[config.mk]
export PLATFORM = sky130hd
export DESIGN_NAME = compact_size_decoder
export DESIGN_NICKNAME = d
export VERILOG_FILES = /design/src/rtl/csd_pkg.sv /design/src/rtl/csd_front.sv /design/src/rtl/csd_queue.sv /design/src/rtl/csd_back.sv /design/src/rtl/compact_size_decoder.sv
export SDC_FILE = /design/constraint.sdc
export NUM_CORES = 1
export LEC_CHECK = 0
export BUFFER_PORTS_ARGS = -buffer_cell sky130_fd_sc_hd__buf_2
export CAP_MARGIN = 5
export CELL_PAD_IN_SITES_DETAIL_PLACEMENT = 0
export CELL_PAD_IN_SITES_GLOBAL_PLACEMENT = 2
export CORE_ASPECT_RATIO = 0.75
export CORE_MARGIN = 2
export CORE_UTILIZATION = 45
export CTS_BUF_LIST = sky130_fd_sc_hd__clkbuf_4 sky130_fd_sc_hd__clkbuf_8
export DETAILED_ROUTE_END_ITERATION = 7
export GPL_TIMING_DRIVEN = 0
export PLACE_DENSITY = 0.87
export RECOVER_POWER = 25
export SLEW_MARGIN = 20
export SYNTH_ARGS = -nofsm -noshare
export SYNTH_HDL_FRONTEND = slang
export SYNTH_HIERARCHICAL = 1
export SYNTH_SLANG_ARGS = --single-unit
[constraint.sdc]
create_clock -name clk -period 14.24 [get_ports clk]
set_input_delay 2.848 -clock clk [delete_from_list [all_inputs] [get_ports clk]]
set_output_delay 2.848 -clock clk [all_outputs]
set_load 0.03 [all_outputs]
[src/rtl/csd_pkg.sv]
// csd_pkg: shared types and codes for the compact size decoder
// no dependencies; imported by every rtl module of the block
`timescale 1ns / 1ps

package csd_pkg;

    // input transaction: one raw buffer byte and how many bytes follow it
    typedef struct packed {
        logic [7:0]  data_byte;
        logic [31:0] bytes_after;
    } csd_in_t;

    // result transaction
    typedef struct packed {
        logic [63:0] count_value;
        logic [2:0]  status;
    } csd_out_t;

    // classified work handed from the front end to the back end
    typedef struct packed {
        logic [63:0] value;
        logic [63:0] remaining;
        logic [2:0]  status;
        logic        check;
    } csd_job_t;

    localparam logic [2:0] ST_OK       = 3'd0;
    localparam logic [2:0] ST_TRUNC    = 3'd1;
    localparam logic [2:0] ST_NONCANON = 3'd2;
    localparam logic [2:0] ST_EXCEEDS  = 3'd3;
    localparam logic [2:0] ST_ZEROMIN  = 3'd4;

    localparam logic [7:0] TAG_U16 = 8'hFD;
    localparam logic [7:0] TAG_U32 = 8'hFE;
    localparam logic [7:0] TAG_U64 = 8'hFF;

    // width code of the prefix being collected
    localparam logic [1:0] FORM_2 = 2'd1;
    localparam logic [1:0] FORM_4 = 2'd2;
    localparam logic [1:0] FORM_8 = 2'd3;

    localparam logic [15:0] MIN_RESET = 16'd1;

endpackage

[src/rtl/csd_front.sv]
// csd_front: accepts bytes, tracks prefix collection and classifies each count
// depends on csd_pkg
`timescale 1ns / 1ps

module csd_front #(
    parameter int REMAINING_WIDTH = 32
) (
    input  logic              clk,
    input  logic              rst_n,
    input  logic              accept,
    input  csd_pkg::csd_in_t  in_item,
    input  logic [15:0]       min_bytes,
    output logic              job_valid,
    output csd_pkg::csd_job_t job
);
    import csd_pkg::*;

    localparam logic [63:0] REM_MASK =
        (REMAINING_WIDTH >= 64) ? {64{1'b1}} : ((64'd1 << REMAINING_WIDTH) - 64'd1);

    logic        collecting_reg, collecting_next;
    logic [3:0]  need_reg, need_next;
    logic [1:0]  form_reg, form_next;
    logic [63:0] acc_reg, acc_next;
    logic [2:0]  pos_reg, pos_next;

    logic [63:0] remaining;
    logic [63:0] acc_merged;
    logic [3:0]  need_dec;
    logic        canon;

    assign remaining = {32'd0, in_item.bytes_after} & REM_MASK;
    assign need_dec  = need_reg - 4'd1;

    always_comb
    begin
        acc_merged = acc_reg;
        acc_merged[pos_reg*8 +: 8] = in_item.data_byte;
    end

    always_comb
    begin
        case (form_reg)
            FORM_2:  canon = (acc_merged >= 64'hFD);
            FORM_4:  canon = (acc_merged > 64'hFFFF);
            default: canon = (acc_merged > 64'hFFFF_FFFF);
        endcase
    end

    always_comb
    begin
        collecting_next = collecting_reg;
        need_next       = need_reg;
        form_next       = form_reg;
        acc_next        = acc_reg;
        pos_next        = pos_reg;
        job_valid       = 1'b0;
        job             = '0;
        job.remaining   = remaining;
        if (accept)
        begin
            if (!collecting_reg)
            begin
                if (min_bytes == 16'd0)
                begin
                    job_valid  = 1'b1;
                    job.status = ST_ZEROMIN;
                end
                else if (in_item.data_byte < TAG_U16)
                begin
                    job_valid  = 1'b1;
                    job.value  = {56'd0, in_item.data_byte};
                    job.check  = 1'b1;
                end
                else
                begin
                    if (in_item.data_byte == TAG_U16)
                    begin
                        need_next = 4'd2;
                        form_next = FORM_2;
                    end
                    else if (in_item.data_byte == TAG_U32)
                    begin
                        need_next = 4'd4;
                        form_next = FORM_4;
                    end
                    else
                    begin
                        need_next = 4'd8;
                        form_next = FORM_8;
                    end
                    if (remaining < {60'd0, need_next})
                    begin
                        job_valid  = 1'b1;
                        job.status = ST_TRUNC;
                        need_next  = 4'd0;
                        form_next  = 2'd0;
                    end
                    else
                    begin
                        collecting_next = 1'b1;
                        acc_next        = '0;
                        pos_next        = 3'd0;
                    end
                end
            end
            else
            begin
                acc_next  = acc_merged;
                pos_next  = pos_reg + 3'd1;
                need_next = need_dec;
                if (need_dec == 4'd0)
                begin
                    job_valid       = 1'b1;
                    collecting_next = 1'b0;
                    form_next       = 2'd0;
                    acc_next        = '0;
                    pos_next        = 3'd0;
                    if (!canon)
                        job.status = ST_NONCANON;
                    else if (min_bytes == 16'd0)
                        job.status = ST_ZEROMIN;
                    else
                    begin
                        job.value = acc_merged;
                        job.check = 1'b1;
                    end
                end
            end
        end
    end

    always_ff @(posedge clk or negedge rst_n)
    begin
        if (!rst_n)
        begin
            collecting_reg <= 1'b0;
            need_reg       <= 4'd0;
            form_reg       <= 2'd0;
            acc_reg        <= '0;
            pos_reg        <= 3'd0;
        end
        else
        begin
            collecting_reg <= collecting_next;
            need_reg       <= need_next;
            form_reg       <= form_next;
            acc_reg        <= acc_next;
            pos_reg        <= pos_next;
        end
    end

endmodule

[src/rtl/csd_queue.sv]
// csd_queue: two-entry queue of classified jobs between front and back end
// depends on csd_pkg
`timescale 1ns / 1ps

module csd_queue (
    input  logic              clk,
    input  logic              rst_n,
    input  logic              wr_en,
    input  csd_pkg::csd_job_t wr_job,
    input  logic              rd_en,
    output csd_pkg::csd_job_t rd_job,
    output logic              q_full,
    output logic              q_empty
);
    import csd_pkg::*;

    csd_job_t   mem_reg [2];
    logic       wr_ptr_reg, wr_ptr_next;
    logic       rd_ptr_reg, rd_ptr_next;
    logic [1:0] cnt_reg, cnt_next;

    assign q_full  = (cnt_reg == 2'd2);
    assign q_empty = (cnt_reg == 2'd0);
    assign rd_job  = mem_reg[rd_ptr_reg];

    always_comb
    begin
        wr_ptr_next = wr_en ? ~wr_ptr_reg : wr_ptr_reg;
        rd_ptr_next = rd_en ? ~rd_ptr_reg : rd_ptr_reg;
        cnt_next    = cnt_reg + {1'b0, wr_en} - {1'b0, rd_en};
    end

    always_ff @(posedge clk)
    begin
        if (wr_en)
            mem_reg[wr_ptr_reg] <= wr_job;
    end

    always_ff @(posedge clk or negedge rst_n)
    begin
        if (!rst_n)
        begin
            wr_ptr_reg <= 1'b0;
            rd_ptr_reg <= 1'b0;
            cnt_reg    <= 2'd0;
        end
        else
        begin
            wr_ptr_reg <= wr_ptr_next;
            rd_ptr_reg <= rd_ptr_next;
            cnt_reg    <= cnt_next;
        end
    end

endmodule

[src/rtl/csd_back.sv]
// csd_back: bound check by chunked multiply-accumulate and the result register
// depends on csd_pkg
`timescale 1ns / 1ps

module csd_back #(
    parameter int REMAINING_WIDTH = 32
) (
    input  logic              clk,
    input  logic              rst_n,
    input  logic              job_avail,
    input  csd_pkg::csd_job_t job,
    output logic              job_take,
    input  logic [15:0]       min_bytes,
    input  logic              pop,
    output logic              empty,
    output csd_pkg::csd_out_t out_item
);
    import csd_pkg::*;

    localparam int NCHUNK = (REMAINING_WIDTH + 15) / 16;
    localparam int PW     = NCHUNK * 16;
    localparam int PRW    = PW + 16;
    localparam int CW     = (NCHUNK > 1) ? $clog2(NCHUNK) : 1;
    localparam logic [63:0] REM_MASK =
        (REMAINING_WIDTH >= 64) ? {64{1'b1}} : ((64'd1 << REMAINING_WIDTH) - 64'd1);

    typedef enum logic [2:0] {
        B_IDLE = 3'b001,
        B_MUL  = 3'b010,
        B_DONE = 3'b100
    } back_state_t;

    back_state_t state_reg, state_next;
    csd_out_t    res_reg, res_next;
    logic [PW-1:0]  mval_reg, mval_next;
    logic [PW-1:0]  rem_reg, rem_next;
    logic [PRW-1:0] prod_reg, prod_next;
    logic [CW-1:0]  cnt_reg, cnt_next;
    logic           out_valid_reg, out_valid_next;
    csd_out_t       out_reg, out_next;
    logic [31:0]    part;
    logic [PRW-1:0] prod_sum;
    logic           slot_free;

    assign empty     = !out_valid_reg;
    assign out_item  = out_reg;
    assign slot_free = !out_valid_reg || pop;

    assign part     = mval_reg[PW-1 -: 16] * min_bytes;
    assign prod_sum = (prod_reg << 16) + PRW'(part);

    always_comb
    begin
        state_next     = state_reg;
        res_next       = res_reg;
        mval_next      = mval_reg;
        rem_next       = rem_reg;
        prod_next      = prod_reg;
        cnt_next       = cnt_reg;
        out_valid_next = out_valid_reg && !pop;
        out_next       = out_reg;
        job_take       = 1'b0;
        case (state_reg)
            B_IDLE:
            begin
                if (job_avail)
                begin
                    job_take = 1'b1;
                    if (!job.check)
                    begin
                        res_next.count_value = '0;
                        res_next.status      = job.status;
                        state_next           = B_DONE;
                    end
                    else if ((job.value & ~REM_MASK) != 64'd0)
                    begin
                        // count wider than any remaining figure, minimum is nonzero
                        res_next.count_value = '0;
                        res_next.status      = ST_EXCEEDS;
                        state_next           = B_DONE;
                    end
                    else
                    begin
                        res_next.count_value = job.value;
                        res_next.status      = ST_OK;
                        mval_next            = job.value[PW-1:0];
                        rem_next             = job.remaining[PW-1:0];
                        prod_next            = '0;
                        cnt_next             = CW'(NCHUNK - 1);
                        state_next           = B_MUL;
                    end
                end
            end
            B_MUL:
            begin
                prod_next = prod_sum;
                mval_next = mval_reg << 16;
                cnt_next  = cnt_reg - CW'(1);
                if (cnt_reg == '0)
                begin
                    if (prod_sum > {16'd0, rem_reg})
                    begin
                        res_next.count_value = '0;
                        res_next.status      = ST_EXCEEDS;
                    end
                    state_next = B_DONE;
                end
            end
            B_DONE:
            begin
                if (slot_free)
                begin
                    out_valid_next = 1'b1;
                    out_next       = res_reg;
                    state_next     = B_IDLE;
                end
            end
            default:
            begin
                state_next = B_IDLE;
            end
        endcase
    end

    always_ff @(posedge clk)
    begin
        res_reg  <= res_next;
        mval_reg <= mval_next;
        rem_reg  <= rem_next;
        prod_reg <= prod_next;
        out_reg  <= out_next;
    end

    always_ff @(posedge clk or negedge rst_n)
    begin
        if (!rst_n)
        begin
            state_reg     <= B_IDLE;
            cnt_reg       <= '0;
            out_valid_reg <= 1'b0;
        end
        else
        begin
            state_reg     <= state_next;
            cnt_reg       <= cnt_next;
            out_valid_reg <= out_valid_next;
        end
    end

endmodule

[src/rtl/compact_size_decoder.sv]
// compact_size_decoder: top level of the variable-length count decoder
// depends on csd_pkg, csd_front, csd_queue and csd_back
`timescale 1ns / 1ps

// Decodes variable-length counts from a byte stream, one byte per input
// transaction, each tagged with the number of buffer bytes after it. A tag
// below 0xFD is the count; 0xFD, 0xFE and 0xFF introduce a 2-, 4- or 8-byte
// little-endian count. Results report ok, truncated prefix, non-canonical
// encoding, count exceeding the remaining bytes over the minimum element
// size, or a zero minimum; count_value is zero on any failure. The front end
// takes one byte per cycle whenever full is low and hands each finished
// prefix to a two-entry job queue. The back end checks the bound with a
// 16x16 multiply-accumulate, one 16-bit chunk of the count per cycle, and
// takes the next job only after its result is in the output register;
// error results skip the multiply. Meanwhile the front end goes on taking
// bytes while the queue has room. The minimum element size resets to 1
// and may be rewritten only while idle.

module compact_size_decoder #(
    parameter int REMAINING_WIDTH = 32
) (
    input  logic              clk,
    input  logic              rst_n,
    // input transactions
    input  logic              push,
    output logic              full,
    input  csd_pkg::csd_in_t  in_item,
    // result transactions
    output logic              empty,
    input  logic              pop,
    output csd_pkg::csd_out_t out_item,
    // minimum element size write channel
    input  logic              cfg_valid,
    output logic              cfg_ready,
    input  logic [15:0]       cfg_data
);
    import csd_pkg::*;

    logic [15:0] min_bytes_reg, min_bytes_next;
    logic        accept;
    logic        job_valid;
    csd_job_t    front_job;
    csd_job_t    queue_job;
    logic        job_take;
    logic        q_full;
    logic        q_empty;

    // register write always taken
    assign cfg_ready = 1'b1;
    assign min_bytes_next = (cfg_valid && cfg_ready) ? cfg_data : min_bytes_reg;

    always_ff @(posedge clk or negedge rst_n)
    begin
        if (!rst_n)
            min_bytes_reg <= MIN_RESET;
        else
            min_bytes_reg <= min_bytes_next;
    end

    // a byte is taken only while the job queue has room for what it may produce
    assign full   = q_full;
    assign accept = push && !q_full;

    csd_front #(
        .REMAINING_WIDTH(REMAINING_WIDTH)
    ) u_front (
        .clk       (clk),
        .rst_n     (rst_n),
        .accept    (accept),
        .in_item   (in_item),
        .min_bytes (min_bytes_reg),
        .job_valid (job_valid),
        .job       (front_job)
    );

    // decouples byte intake from the bound check
    csd_queue u_queue (
        .clk     (clk),
        .rst_n   (rst_n),
        .wr_en   (job_valid),
        .wr_job  (front_job),
        .rd_en   (job_take),
        .rd_job  (queue_job),
        .q_full  (q_full),
        .q_empty (q_empty)
    );

    // bound check and result register
    csd_back #(
        .REMAINING_WIDTH(REMAINING_WIDTH)
    ) u_back (
        .clk       (clk),
        .rst_n     (rst_n),
        .job_avail (!q_empty),
        .job       (queue_job),
        .job_take  (job_take),
        .min_bytes (min_bytes_reg),
        .pop       (pop),
        .empty     (empty),
        .out_item  (out_item)
    );

endmodule
==> results_dict.tcl, run 1 <==
set metrics [dict create \
    avgSynthCellArea_um2 11.9 \
    numCtsBuffers 86 \
    first_pass_iters 5 \
    clock_latency_ns 0.71 \
    max_stage_delay_ns 0.64 \
    synth_warnings 6 \
    fin_area_um2 36400 \
    cts_hold_buf 0 \
    post_cts_buffers 0 \
    finalSetupTns_ns 0 \
    postPlaceCellArea_um2 34800 \
    holdPathStages 0 \
    violations "capacitance limit, slew limit" \
    io_buffers 125 \
    grtUsageTotal_pct 23.2 \
    cts.sinks 529 \
    worstPathRequired_ns 14.66 \
    initial_core_util_pct 45.3 \
    grt_pass1_wl_um 131000 \
    maxCapViolCount 2 \
    num_rows 85 \
    critPathMostFrequentCell "fa_1" \
    clock-skew-final_ns 0.0544 \
    die_w_um 314 \
    relSlewSlack_pct -177 \
    critPathBufInv 8 \
    drtIter0Drc 1553 \
    end_kind "flip-flop" \
    place_hpwl_um 64600 \
    ant_nets 0 \
    cts_resized 0 \
    crit_cells 33 \
    via_per_inst 5.34 \
    grt_pass1_vias 21900 \
    arrival_ns 10.44 \
    worstSetupPathType "reg2reg" \
    rsz0062_at_grt "false" \
    grt_start_max_net_pins 73 \
    die-area_um2 74200 \
    start_kind "flip-flop" \
    worstPathMaxFanout 21 \
    finalHoldWorstSlack_ns 0.405 \
    ios 131 \
    remaining_drc_errors 0 \
    finalSetupViolCount 0 \
    vias 21500 \
    syn_area_um2 32400 \
    min_path_type "reg2reg" \
    nets 3424 \
    maxSlewViolCount 102 \
    clk_pin_slew_ns 0.07 \
    h-tree-depth 3 \
    cts_tree "built" \
    crit_slowest_cell "edfxtp_1" \
    synthCells 2727 \
    largest_reg_flops 200 \
    antenna_found_initial 2 \
    tightest_slew_ns 4.15 \
    dieHeight_um 236 \
    drive_gt1_share_pct 15.0 \
    reg2reg_depth 33 \
    grt_overflow 0 \
    run_status "finished, violations left" \
    hold_viol_final 0 \
    post-route-period-util_pct 70.3 \
    min_period_ns 10.02 \
    coreArea_um2 71600 \
    wire_per_inst_um 21.1 \
    clock.fmax_ghz 0.0998 \
    drt_wl_total_um 84800 \
    gp_congestion 0.913 \
    cts-root-buf "clkbuf_8" \
    ctsLongestPathBuffers 3 \
    area_growth_pct 12.2 \
    crit_family "adder cells" \
]
[metal layers]
metal  GRT usage (%)  up-vias  share of wire (%)
li1                -     9846                  -
met1            33.5    10800                 46
met2            36.4      639                 46
met3            3.39      143                5.5
met4            6.89        0                2.7
met5               0        -                  0
[stage by stage]
stage	utilization [%]	setup WS, ns	std cells
5_1_grt	50.8	3.80	4015
3_5_place_dp	48.6	4.49	3855
4_1_cts	51.1	4.39	4015
6_report	50.8	4.22	4018
3_3_place_gp	48.0	0.175	3840
2_1_floorplan	-	3.60	2758
[final timing paths]
kind,start,slack (ns),endpoint
max,u_back/mval_reg[21],4.22,u_back/res_reg[38]
min,u_back/res_reg[24],0.41,u_back/out_item[24]
max reg2reg,u_back/mval_reg[21],4.22,u_back/res_reg[38]
min reg2reg,u_back/res_reg[24],0.41,u_back/out_item[24]
max in group asynchronous,rst_n,6.72,u_back/state_reg[2]
min in group asynchronous,rst_n,2.72,u_front/acc_reg[40]
[placed cells by master, fill, tap and decap left out, types with 8 or more instances in the layout]
master and instances:
nand3_1 35, o211ai_1 8, xnor2_1 17, ha_1 167, nor2_1 107, xor2_1 15
nor3_1 20, nor2b_1 13, and2_1 184, mux2_2 49, nor4_1 36, clkbuf_1 116
fa_1 210, a21oi_1 109, inv_1 342, a22o_1 27, edfxtp_1 430, dfrtp_1 97
buf_6 10, clkbuf_4 68, mux2_4 38, nand2b_1 11, buf_2 116, clkinv_1 12
nand2_1 309, a32o_1 10, o2bb2ai_1 36, a21o_1 18, conb_1 33, o21ai_0 42
mux2_1 33, o21ai_1 9, clkbuf_8 90, nor2_4 12, nand4_1 29, and3_1 24
buf_16 9
[area by class of cell]
class,instances,area [µm²]
Timing Repair Buffer,140,918
Inverter,343,1290
Fill cell,6343,35200
Antenna cell,3,7.51
Tap cell,957,1200
Multi-Input combinational cell,1738,14900
Clock buffer,131,1550
Clock inverter,29,275
Sequential cell,529,15400
Buffer,148,788
Power of run 1 is not shown: default switching activity piles up to over one toggle a cycle in this logic, so the estimate is an artifact.
==> run 2: changes to the inputs <==
- CORE_UTILIZATION: 45 -> 41
- PLACE_DENSITY: 0.87 -> 0.84
- clock period: 14.24 -> 8.4 ns (I/O delays scaled with it)
==> results_dict.tcl, run 2 (same netlist as run 1, synthesis figures left out) <==
set metrics [dict create \
    hold_viol_final 0 \
    crit_family "adder cells" \
    critPathMostFrequentCell "fa_1" \
    cts.sinks 529 \
    antenna_found_initial 2 \
    worstPathMaxFanout 7 \
    finalSetupViolCount 14 \
    largest_reg_flops 200 \
    critPathBufInv 8 \
    final_cell_mix "430 x edfxtp_1, 337 x inv_1, 304 x nand2_1" \
    finalHoldWorstSlack_ns 0.404 \
    maxCapViolCount 2 \
    die_w_um 329 \
    nets 3519 \
    final_common_cell "edfxtp_1" \
    h-tree-depth 3 \
    drtIter0Drc 1602 \
    clock.fmax_ghz 0.119 \
    pre_cts_slack_ns -1.59 \
    cts_hold_buf 0 \
    run_status "finished, violations left" \
    clock_latency_ns 0.72 \
    cts-root-buf "clkbuf_8" \
    drive_gt1_share_pct 22.5 \
    tightest_slew_ns 4.01 \
    maxSlewViolCount 102 \
    regArea_um2 15400 \
    worstPathRequired_ns 8.84 \
    via_per_inst 5.19 \
    final_util_pct 48.6 \
    num_rows 89 \
    fillers 7052 \
    fin_area_um2 38100 \
    end_kind "flip-flop" \
    rsz0062_at_grt "true" \
    start_kind "flip-flop" \
    grt_overflow 0 \
    ios 131 \
    io_buffers 125 \
    coreArea_um2 78500 \
    vias 21800 \
    setup_ws_ns -0.0154 \
    worstSetupPathType "reg2reg" \
    remaining_drc_errors 0 \
    multiInputGateArea_um2 15600 \
    violations "capacitance limit, slew limit, setup timing" \
    min_period_ns 8.42 \
    drt_wl_total_um 87600 \
    numCtsBuffers 84 \
    grt_start_max_net_pins 70 \
    max_stage_delay_ns 0.56 \
    arrival_ns 8.85 \
    wire_per_inst_um 20.9 \
    die-area_um2 81400 \
    grtUsageTotal_pct 21.7 \
    post-route-period-util_pct 100 \
    gp_congestion 0.910 \
    grt_pass1_wl_um 134000 \
    dieHeight_um 248 \
    grt_pass1_vias 22800 \
    postPlaceCellArea_um2 34900 \
    relSlewSlack_pct -167 \
    clk_pin_slew_ns 0.07 \
    first_pass_iters 5 \
    min_path_type "reg2reg" \
    clock-skew-final_ns 0.0546 \
    place_hpwl_um 64800 \
    cts_tree "built" \
    initial_core_util_pct 41.3 \
    area_growth_pct 17.7 \
    ctsLongestPathBuffers 3 \
    ant_nets 0 \
    crit_slowest_cell "fa_1" \
]
==> run 2: cell types whose count changed in the layout (fill, tap and decap cells not counted), sizes merged <==
cell      change
clkinvlp      -4
clkbuf       -25
inv           -1
diode         -1
bufinv        +2
buf         +107
clkinv       +14
==> run 2: final timing paths <==
check	startpoint	endpoint	slack (ns)	cells past startpoint
worst min register to register	u_back/res_reg[38]	u_back/out_item[38]	0.40	0
worst min-delay path	u_back/res_reg[38]	u_back/out_item[38]	0.40	0
worst max-delay path	u_back/mval_reg[29]	u_back/res_reg[46]	-0.02	33
worst max register to register	u_back/mval_reg[29]	u_back/res_reg[46]	-0.02	33
min in group asynchronous	rst_n	u_front/acc_reg[15]	1.61	1
max in group asynchronous	rst_n	u_back/state_reg[1]	2.08	2
==> run 2: final cells by class <==
| cell class | count | share of cell area [%] |
|---|---|---|
| Buffer | 148 | 2.74 |
| Antenna cell | 2 | 0.0131 |
| Timing Repair Buffer | 237 | 4.62 |
| Clock buffer | 116 | 3.69 |
| Sequential cell | 529 | 40.4 |
| Tap cell | 1046 | 3.43 |
| Multi-Input combinational cell | 1738 | 40.8 |
| Clock inverter | 40 | 0.948 |
| Inverter | 343 | 3.38 |
==> run 2: per-stage QoR <==
stage / setup TNS [ns] / cells
5_1_grt: -13.98 / 4198
3_5_place_dp: -98.80 / 3945
2_1_floorplan: 0 / 2758
3_3_place_gp: -550.38 / 3929
4_1_cts: 0 / 4156
6_report: -0.105 / 4199
==> run 2: metal layers <==
layer / global-route usage (%) / vias up / wire, µm
met1: 29.3 / 11100 / 39200
met3: 4.55 / 145 / 4780
li1: - / 10000 / -
met5: 0 / - / 0
met2: 35.4 / 536 / 41400
met4: 6.50 / 0 / 2340
==> run 2: repair_timing <==
item                       CTS  global route
buffers inserted            54            39
setup endpoints to repair   67            67
gates cloned                 1             2
pin swaps                   28            86
gates resized for setup    129            91
Power of run 2 is left out for the same reason.
